===== src/design/hts_pkg.sv =====
// ============================================================================
// hts_pkg
// Shared constants, types and helpers for the HBM transaction splitter.
// ============================================================================
package hts_pkg;

    // Field widths
    localparam int ADDR_W      = 32;
    localparam int LEN_W       = 11;
    localparam int TID_W       = 16;
    localparam int TIME_W      = 32;
    localparam int IDX_W       = 6;

    // Atom geometry and run limit
    localparam int MAX_ATOMS   = 64;
    localparam int ATOM_BYTES  = 32;
    localparam int OFS_W       = $clog2(ATOM_BYTES);
    localparam int CNT_W       = $clog2(MAX_ATOMS + 1);

    // Address map field widths and positions
    localparam int CH_W        = 3;
    localparam int COL_W       = 5;
    localparam int PCH_W       = 1;
    localparam int BG_W        = 2;
    localparam int BK_W        = 2;
    localparam int ROW_BITS    = 14;
    localparam int CH_LSB      = 5;
    localparam int COL_LSB     = 8;
    localparam int PCH_LSB     = 13;
    localparam int BG_LSB      = 14;
    localparam int BK_LSB      = 16;
    localparam int ROW_LSB     = 18;

    // Width of the length + offset + rounding sum
    localparam int SUM_W       = LEN_W + 1;

    // Mixed-radix atom counter, least significant digit last
    typedef struct packed {
        logic [ROW_BITS-1:0] row;
        logic [COL_W-1:0]    col;
        logic [BK_W-1:0]     bk;
        logic [BG_W-1:0]     bg;
        logic [PCH_W-1:0]    pch;
        logic [CH_W-1:0]     ch;
    } hts_ctr_t;

    // Controller to datapath commands
    typedef struct packed {
        logic load;     // capture a new transaction
        logic step;     // advance to the next atom
    } hts_cmd_t;

    // Datapath to controller status
    typedef struct packed {
        logic empty;    // incoming transaction has no atoms
        logic last;     // current atom ends the run
    } hts_stat_t;

    // Decode a byte address into the counter form
    function automatic hts_ctr_t hts_decode(input logic [ADDR_W-1:0] addr);
        hts_ctr_t c;
        c.ch  = addr[CH_LSB  +: CH_W];
        c.col = addr[COL_LSB +: COL_W];
        c.pch = addr[PCH_LSB +: PCH_W];
        c.bg  = addr[BG_LSB  +: BG_W];
        c.bk  = addr[BK_LSB  +: BK_W];
        c.row = addr[ROW_LSB +: ROW_BITS];
        return c;
    endfunction

    // Re-pack the counter into an atom address, offset bits zero
    function automatic logic [ADDR_W-1:0] hts_pack(input hts_ctr_t c);
        logic [ADDR_W-1:0] a;
        a = '0;
        a[CH_LSB  +: CH_W]     = c.ch;
        a[COL_LSB +: COL_W]    = c.col;
        a[PCH_LSB +: PCH_W]    = c.pch;
        a[BG_LSB  +: BG_W]     = c.bg;
        a[BK_LSB  +: BK_W]     = c.bk;
        a[ROW_LSB +: ROW_BITS] = c.row;
        return a;
    endfunction

endpackage


===== src/design/hts_ctrl.sv =====
// ============================================================================
// hts_ctrl
// Run controller: accepts transactions and sequences atoms one per cycle.
// ============================================================================
module hts_ctrl (
    input  logic              clk,
    input  logic              rst_n,
    input  logic              start,
    input  hts_pkg::hts_stat_t st,
    output hts_pkg::hts_cmd_t  cmd,
    output logic              busy,
    output logic              atom_strobe
);
    import hts_pkg::*;

    localparam logic S_IDLE = 1'b0;
    localparam logic S_RUN  = 1'b1;

    logic state_reg;
    logic state_next;
    logic running;

    assign running     = (state_reg == S_RUN);
    assign atom_strobe = running;
    // a new transaction may enter while the final atom is on the ports
    assign busy        = running && !st.last;

    // commands to the datapath
    always_comb
    begin
        cmd.load = start && !busy;
        cmd.step = running && !st.last;
    end

    // next state
    always_comb
    begin
        state_next = state_reg;
        if (cmd.load)
        begin
            state_next = st.empty ? S_IDLE : S_RUN;
        end
        else if (running && st.last)
        begin
            state_next = S_IDLE;
        end
    end

    always_ff @(posedge clk or negedge rst_n)
    begin
        if (!rst_n)
        begin
            state_reg <= S_IDLE;
        end
        else
        begin
            state_reg <= state_next;
        end
    end

    // busy only while atoms remain
    a_busy_run: assert property (@(posedge clk) disable iff (!rst_n)
        busy |-> atom_strobe)
        else $error("busy without a running transaction");

    // load and step never coincide
    a_cmd_excl: assert property (@(posedge clk) disable iff (!rst_n)
        !(cmd.load && cmd.step))
        else $error("load and step in the same cycle");

    // a non-empty transaction produces an atom the next cycle
    a_first_atom: assert property (@(posedge clk) disable iff (!rst_n)
        (cmd.load && !st.empty) |=> atom_strobe)
        else $error("accepted transaction produced no atom");

    // after the final atom the strobe drops unless a new transaction entered
    a_run_end: assert property (@(posedge clk) disable iff (!rst_n)
        (atom_strobe && st.last && !start) |=> !atom_strobe)
        else $error("atom after end of run");

endmodule


===== src/design/hts_datapath.sv =====
// ============================================================================
// hts_datapath
// Atom count, address counter and transaction fields for the splitter.
// ============================================================================
module hts_datapath (
    input  logic                          clk,
    input  logic                          rst_n,
    input  hts_pkg::hts_cmd_t             cmd,
    output hts_pkg::hts_stat_t            st,
    input  logic                          req_type,
    input  logic [hts_pkg::ADDR_W-1:0]    byte_address,
    input  logic [hts_pkg::LEN_W-1:0]     byte_length,
    input  logic [hts_pkg::TID_W-1:0]     transaction_id,
    input  logic [hts_pkg::TIME_W-1:0]    start_time,
    output logic [hts_pkg::ADDR_W-1:0]    atom_address,
    output logic [hts_pkg::IDX_W-1:0]     atom_index,
    output logic                          atom_type,
    output logic [hts_pkg::TID_W-1:0]     atom_transaction,
    output logic [hts_pkg::TIME_W-1:0]    atom_start,
    output logic                          last_atom,
    output logic                          range_error
);
    import hts_pkg::*;

    localparam int CTR_W = $bits(hts_ctr_t);

    hts_ctr_t             ctr_reg;
    hts_ctr_t             ctr_next;
    logic                 carry;
    logic [IDX_W-1:0]     idx_reg;
    logic [CNT_W-1:0]     cnt_reg;
    logic [CNT_W-1:0]     cnt_in;
    logic                 err_reg;
    logic                 type_reg;
    logic [TID_W-1:0]     tid_reg;
    logic [TIME_W-1:0]    time_reg;
    logic [SUM_W-1:0]     sum;
    logic [SUM_W-OFS_W-1:0] raw_cnt;
    logic [CNT_W-1:0]     idx_plus;

    // atom count: ceil((length + offset) / 32), saturated
    always_comb
    begin
        sum     = SUM_W'(byte_length) + SUM_W'(byte_address[OFS_W-1:0])
                + SUM_W'(ATOM_BYTES - 1);
        raw_cnt = sum[SUM_W-1:OFS_W];
        if (raw_cnt > (SUM_W-OFS_W)'(MAX_ATOMS))
        begin
            cnt_in = CNT_W'(MAX_ATOMS);
        end
        else
        begin
            cnt_in = CNT_W'(raw_cnt);
        end
    end

    // mixed-radix increment; carry out of the row flags a wrap
    assign {carry, ctr_next} = {1'b0, ctr_reg} + (CTR_W + 1)'(1);

    assign idx_plus = CNT_W'(idx_reg) + CNT_W'(1);

    // status to the controller
    always_comb
    begin
        st.empty = (cnt_in == '0);
        st.last  = err_reg || (idx_plus == cnt_reg);
    end

    // control-side registers
    always_ff @(posedge clk or negedge rst_n)
    begin
        if (!rst_n)
        begin
            err_reg <= 1'b0;
            idx_reg <= '0;
            cnt_reg <= '0;
        end
        else if (cmd.load)
        begin
            err_reg <= 1'b0;
            idx_reg <= '0;
            cnt_reg <= cnt_in;
        end
        else if (cmd.step)
        begin
            err_reg <= carry;
            idx_reg <= idx_reg + IDX_W'(1);
        end
    end

    // payload registers
    always_ff @(posedge clk)
    begin
        if (cmd.load)
        begin
            ctr_reg  <= hts_decode(byte_address);
            type_reg <= req_type;
            tid_reg  <= transaction_id;
            time_reg <= start_time;
        end
        else if (cmd.step)
        begin
            ctr_reg <= ctr_next;
        end
    end

    // atom fields
    assign atom_address     = hts_pack(ctr_reg);
    assign atom_index       = idx_reg;
    assign atom_type        = type_reg;
    assign atom_transaction = tid_reg;
    assign atom_start       = time_reg;
    assign last_atom        = st.last;
    assign range_error      = err_reg;

endmodule


===== src/design/hbm_transaction_splitter_top.sv =====
// ============================================================================
// hbm_transaction_splitter_top
// Splits a memory transaction into 32-byte HBM atom requests.
// ============================================================================
// The first atom appears in the cycle after start is accepted.
// Throughput: one atom per cycle; busy is high while a run shows any atom
//   but its last, and the next start is taken while the last atom shows.
// Atoms: ceil((length + address offset) / 32), capped at 64; a row wrap ends the
//   run early. An empty transaction is taken without raising busy.
// Reset clears the controller and run state; results cannot be stalled.
module hbm_transaction_splitter_top (
    input  logic                          clk,
    input  logic                          rst_n,
    input  logic                          start,
    output logic                          busy,
    input  logic                          req_type,
    input  logic [hts_pkg::ADDR_W-1:0]    byte_address,
    input  logic [hts_pkg::LEN_W-1:0]     byte_length,
    input  logic [hts_pkg::TID_W-1:0]     transaction_id,
    input  logic [hts_pkg::TIME_W-1:0]    start_time,
    output logic                          atom_strobe,
    output logic [hts_pkg::ADDR_W-1:0]    atom_address,
    output logic [hts_pkg::IDX_W-1:0]     atom_index,
    output logic                          atom_type,
    output logic [hts_pkg::TID_W-1:0]     atom_transaction,
    output logic [hts_pkg::TIME_W-1:0]    atom_start,
    output logic                          last_atom,
    output logic                          range_error
);
    import hts_pkg::*;

    hts_cmd_t  cmd;
    hts_stat_t st;

    // run controller
    hts_ctrl u_ctrl (
        .clk         (clk),
        .rst_n       (rst_n),
        .start       (start),
        .st          (st),
        .cmd         (cmd),
        .busy        (busy),
        .atom_strobe (atom_strobe)
    );

    // address counter and fields
    hts_datapath u_dp (
        .clk              (clk),
        .rst_n            (rst_n),
        .cmd              (cmd),
        .st               (st),
        .req_type         (req_type),
        .byte_address     (byte_address),
        .byte_length      (byte_length),
        .transaction_id   (transaction_id),
        .start_time       (start_time),
        .atom_address     (atom_address),
        .atom_index       (atom_index),
        .atom_type        (atom_type),
        .atom_transaction (atom_transaction),
        .atom_start       (atom_start),
        .last_atom        (last_atom),
        .range_error      (range_error)
    );

endmodule

===== config.mk =====
export PLATFORM = sky130hd
export DESIGN_NAME = hbm_transaction_splitter_top
export DESIGN_NICKNAME = d
export VERILOG_FILES = /design/src/design/hts_pkg.sv /design/src/design/hts_ctrl.sv /design/src/design/hts_datapath.sv /design/src/design/hbm_transaction_splitter_top.sv
export SDC_FILE = /design/constraint.sdc
export NUM_CORES = 1
export LEC_CHECK = 0
export BUFFER_PORTS_ARGS = -buffer_cell sky130_fd_sc_hd__buf_2
export CORE_ASPECT_RATIO = 1.75
export CORE_MARGIN = 2
export CORE_UTILIZATION = 43
export CTS_CLUSTER_DIAMETER = 80
export DETAILED_ROUTE_END_ITERATION = 8
export HOLD_SLACK_MARGIN = 0.03
export PLACE_DENSITY = 0.76
export SLEW_MARGIN = 20
export SYNTH_ARGS = -nofsm -noshare
export SYNTH_HDL_FRONTEND = slang
export SYNTH_SLANG_ARGS = --single-unit

===== constraint.sdc =====
create_clock -name clk -period 3.9 [get_ports clk]
set_input_delay 0 -clock clk [delete_from_list [all_inputs] [get_ports clk]]
set_output_delay 0 -clock clk [all_outputs]
set_load 0.01 [all_outputs]

==> flow_summary.yaml <==
setup_path:
  crit_start: "u_dp.atom_index[2]$_DFFE_PN0P_"
  cp_slowest_cell: "inv_2"
  crit_required_ns: 3.85
  r2r_slack_ns: 1.01
  cp-end-kind: "flop"
  crit_chain: "nand3_2 -> o21a_1 -> nor4_1 -> o2111a_2 -> o21ai_4 -> inv_2"
  r2r-end: "u_dp.atom_start[15]$_DFFE_PP_"
  ff2ff_path_depth: 6
  slowest_delay_ns: 0.72
  worst-path-max-fanout: 49
  crit_arrival_ns: 2.85
  cp-start-kind: "flop"
  critical_path_class: "flop to flop"
  reg2reg_from: "u_dp.atom_index[2]$_DFFE_PN0P_"
floorplanning:
  die_y_um: 136
  fp.dieArea_sq_mm: 0.0108
  start_util_pct: 43.7
  die_w_um: 79.4
  io_pins: 186
  row_count: 48
  core_region_area_sq_mm: 0.00979
cts:
  postCtsResizedCells: 0
  cts-root-buf: "clkbuf_16"
  cts_tree: "yes"
  numCtsBuffers: 9
  clock_latency_ns: 0.33
  cts.clk_slew.worst_paths_ns: 0.06
  clockBufferDepth: 2
  hold_buffers: 78
  cts_setup_buffers: 0
  clkSinkCount: 91
  htree_levels: 3
synth:
  synth_sequential_area_ratio_pct: 62.1
  ys_warn_count: 0
  ys_seq_elements: 91
  syn_area_per_cell_sq_um: 13.8
  syn_area_sq_mm: 0.00428
  syn_inst: 311
  synth_edf_count: 76
  synth_flop_cell: "edfxtp_1"
  ys_types: 44
  synthArstFlopShare_pct: 16.5
power_and_ir_drop:
  total_power_w: 0.00233
  power.leakage_nw: 2.94
  cellPowerDensity_mw_per_mm2: 364
  vdd_drop_max_mv: 0.218
layout:
  nets: 683
  areaGrowthSynthToFinish_pct: 49.3
  fin_util_pct: 65.3
  largest_register_ff_count: 32
  drive_gt1_share_pct: 40.0
  final_area_sq_mm: 0.00639
  diodes: 0
global_routing:
  antenna_found_initial: 0
  overflow: 0
  grt_max_degree: 50
  grt_pass1_vias: 3678
  grt_usage_pct: 23.1
  grt_pass1_wl_um: 18800
placement:
  io_buffers: 180
  place_congestion: 0.905
  placed_area_sq_mm: 0.00531
  dp_slack_ns: 1.02
  hpwl_um: 8560
timing:
  finalSetupViolations: 0
  tns_ns: 0
  slew_violations: 0
  rsz0062_at_grt: "false"
  fin_ws_ns: 1.01
  period_needed_ns: 2.89
  fmax_mhz: 346
  min_period_over_period_pct: 74.2
  worstMarginPinSlew_ns: 0.987
  fin_skew_ns: 0.00738
  hold_viol: 0
  slew_headroom_pct: 34.0
drt:
  drtIter0Drc: 213
  dr.pass1.iters: 5
  wl_um: 12400
  drc: 0
  vias: 3530
  avgViaCountPerCell: 4.99
  ant_nets: 0
  wl_per_cell_um: 17.5
run:
  maxCapViolCount: 0
status:
  status: "finished clean"
min_path:
  worstHoldStart: "byte_length[10]"
  min_path_cells: 3
  min_path_type: "input pin to flop"
  whs_endpoint: "u_ctrl.atom_strobe$_DFFE_PN0P_"
[synthesized netlist by cell type, types with 2 or more instances]
cell type	count	share of area [%]
xor2_1	15	3.1
mux2_2	29	7.6
nand2b_1	5	0.73
mux2i_1	2	0.47
or3_1	2	0.29
and4_1	2	0.41
inv_1	26	2.3
dfrtp_1	15	8.8
a211oi_1	4	0.70
and2_1	2	0.29
o21a_1	2	0.35
xnor2_1	23	4.7
o22ai_1	2	0.29
nand2_1	11	0.96
o21ai_0	9	1.1
nand3_1	8	0.94
a21oi_1	4	0.47
buf_4	5	0.88
nand4_1	9	1.3
a31o_2	2	0.41
mux2_1	3	0.79
nor3_1	7	0.82
ha_1	10	2.9
buf_6	3	0.79
nor2_1	11	0.96
and3_1	7	1.0
edfxtp_1	76	53
[layout by cell type, fill, tap and decap left out, types with 3 or more instances in the layout]
cell,synthesis,layout
nand2_1,11,11
xnor2_1,23,23
inv_1,26,25
mux2_1,3,3
ha_1,10,10
and3_1,7,7
clkbuf_16,0,9
nand2b_1,5,5
nor2_1,11,11
buf_2,0,180
o21ai_0,9,8
nor3_1,7,7
a211oi_1,4,4
a21oi_1,4,4
dlygate4sd3_1,0,78
mux2_2,29,29
conb_1,1,5
dfrtp_1,15,15
nand4_1,9,9
inv_6,0,3
edfxtp_1,76,76
nand3_1,8,8
xor2_1,15,15
[through the flow]
step | instances | hold WS (ns)
finish | 708 | 0.0715
global route | 708 | 0.0825
CTS | 708 | 0.0608
detailed placement | 614 | -0.0808
global placement | 614 | -0.0782
floorplan | 315 | -0.296
[cell type report]
class | instances | area (sq um)
Sequential cell | 91 | 2660
Timing Repair Buffer | 260 | 1700
Inverter | 26 | 97.6
Tap cell | 125 | 156
Clock buffer | 10 | 229
Multi-Input combinational cell | 190 | 1480
Fill cell | 685 | 3400
Clock inverter | 6 | 72.6
[cells by family after synthesis]
logic type | share of synthesized area (%)
DFF | 62.1
adders and majority gates | 2.92
other | 0.0876
and+or+nand+nor | 8.65
xor gates and xnor gates | 7.78
AOI/OAI and AO/OA | 5.64
buffers and inverters | 3.95
muxes | 8.89
[worst max-delay path by stage]
| stage | to | cells past startpoint |
|---|---|---|
| 2_1_floorplan | u_dp.atom_address[10]$_DFFE_PP_ | 6 |
| 3_3_place_gp | u_dp.atom_address[22]$_DFFE_PP_ | 8 |
| 3_5_place_dp | u_dp.atom_start[0]$_DFFE_PP_ | 6 |
| 4_1_cts | u_dp.atom_start[17]$_DFFE_PP_ | 6 |
| 5_1_grt | u_dp.atom_start[15]$_DFFE_PP_ | 6 |
| 6_report | u_dp.atom_start[15]$_DFFE_PP_ | 6 |
[worst max-delay path: cells and delay by family, from the launching register on]
kind            cells  cell delay, ns
compound gates      3            0.75
buf+inv             1            0.72
simple gates        2            0.54
flops               1            0.48
[report_power, final]
group | internal (W) | total [W] | switching, W
combinational | 0.000182 | 0.000313 | 0.000131
sequential | 0.00110 | 0.00115 | 0.0000469
clock | 0.000505 | 0.000865 | 0.000360
total | 0.00179 | 0.00233 | 0.000539
[layer usage]
metal,GRT usage [%],wire length [um],up-vias
met5,0,0,-
met4,10.5,378,0
met3,5.44,887,27
met2,43.3,6820,192
met1,23.4,4290,1642
li1,-,-,1669
No activity file was read; power rests on OpenSTA's default activity.
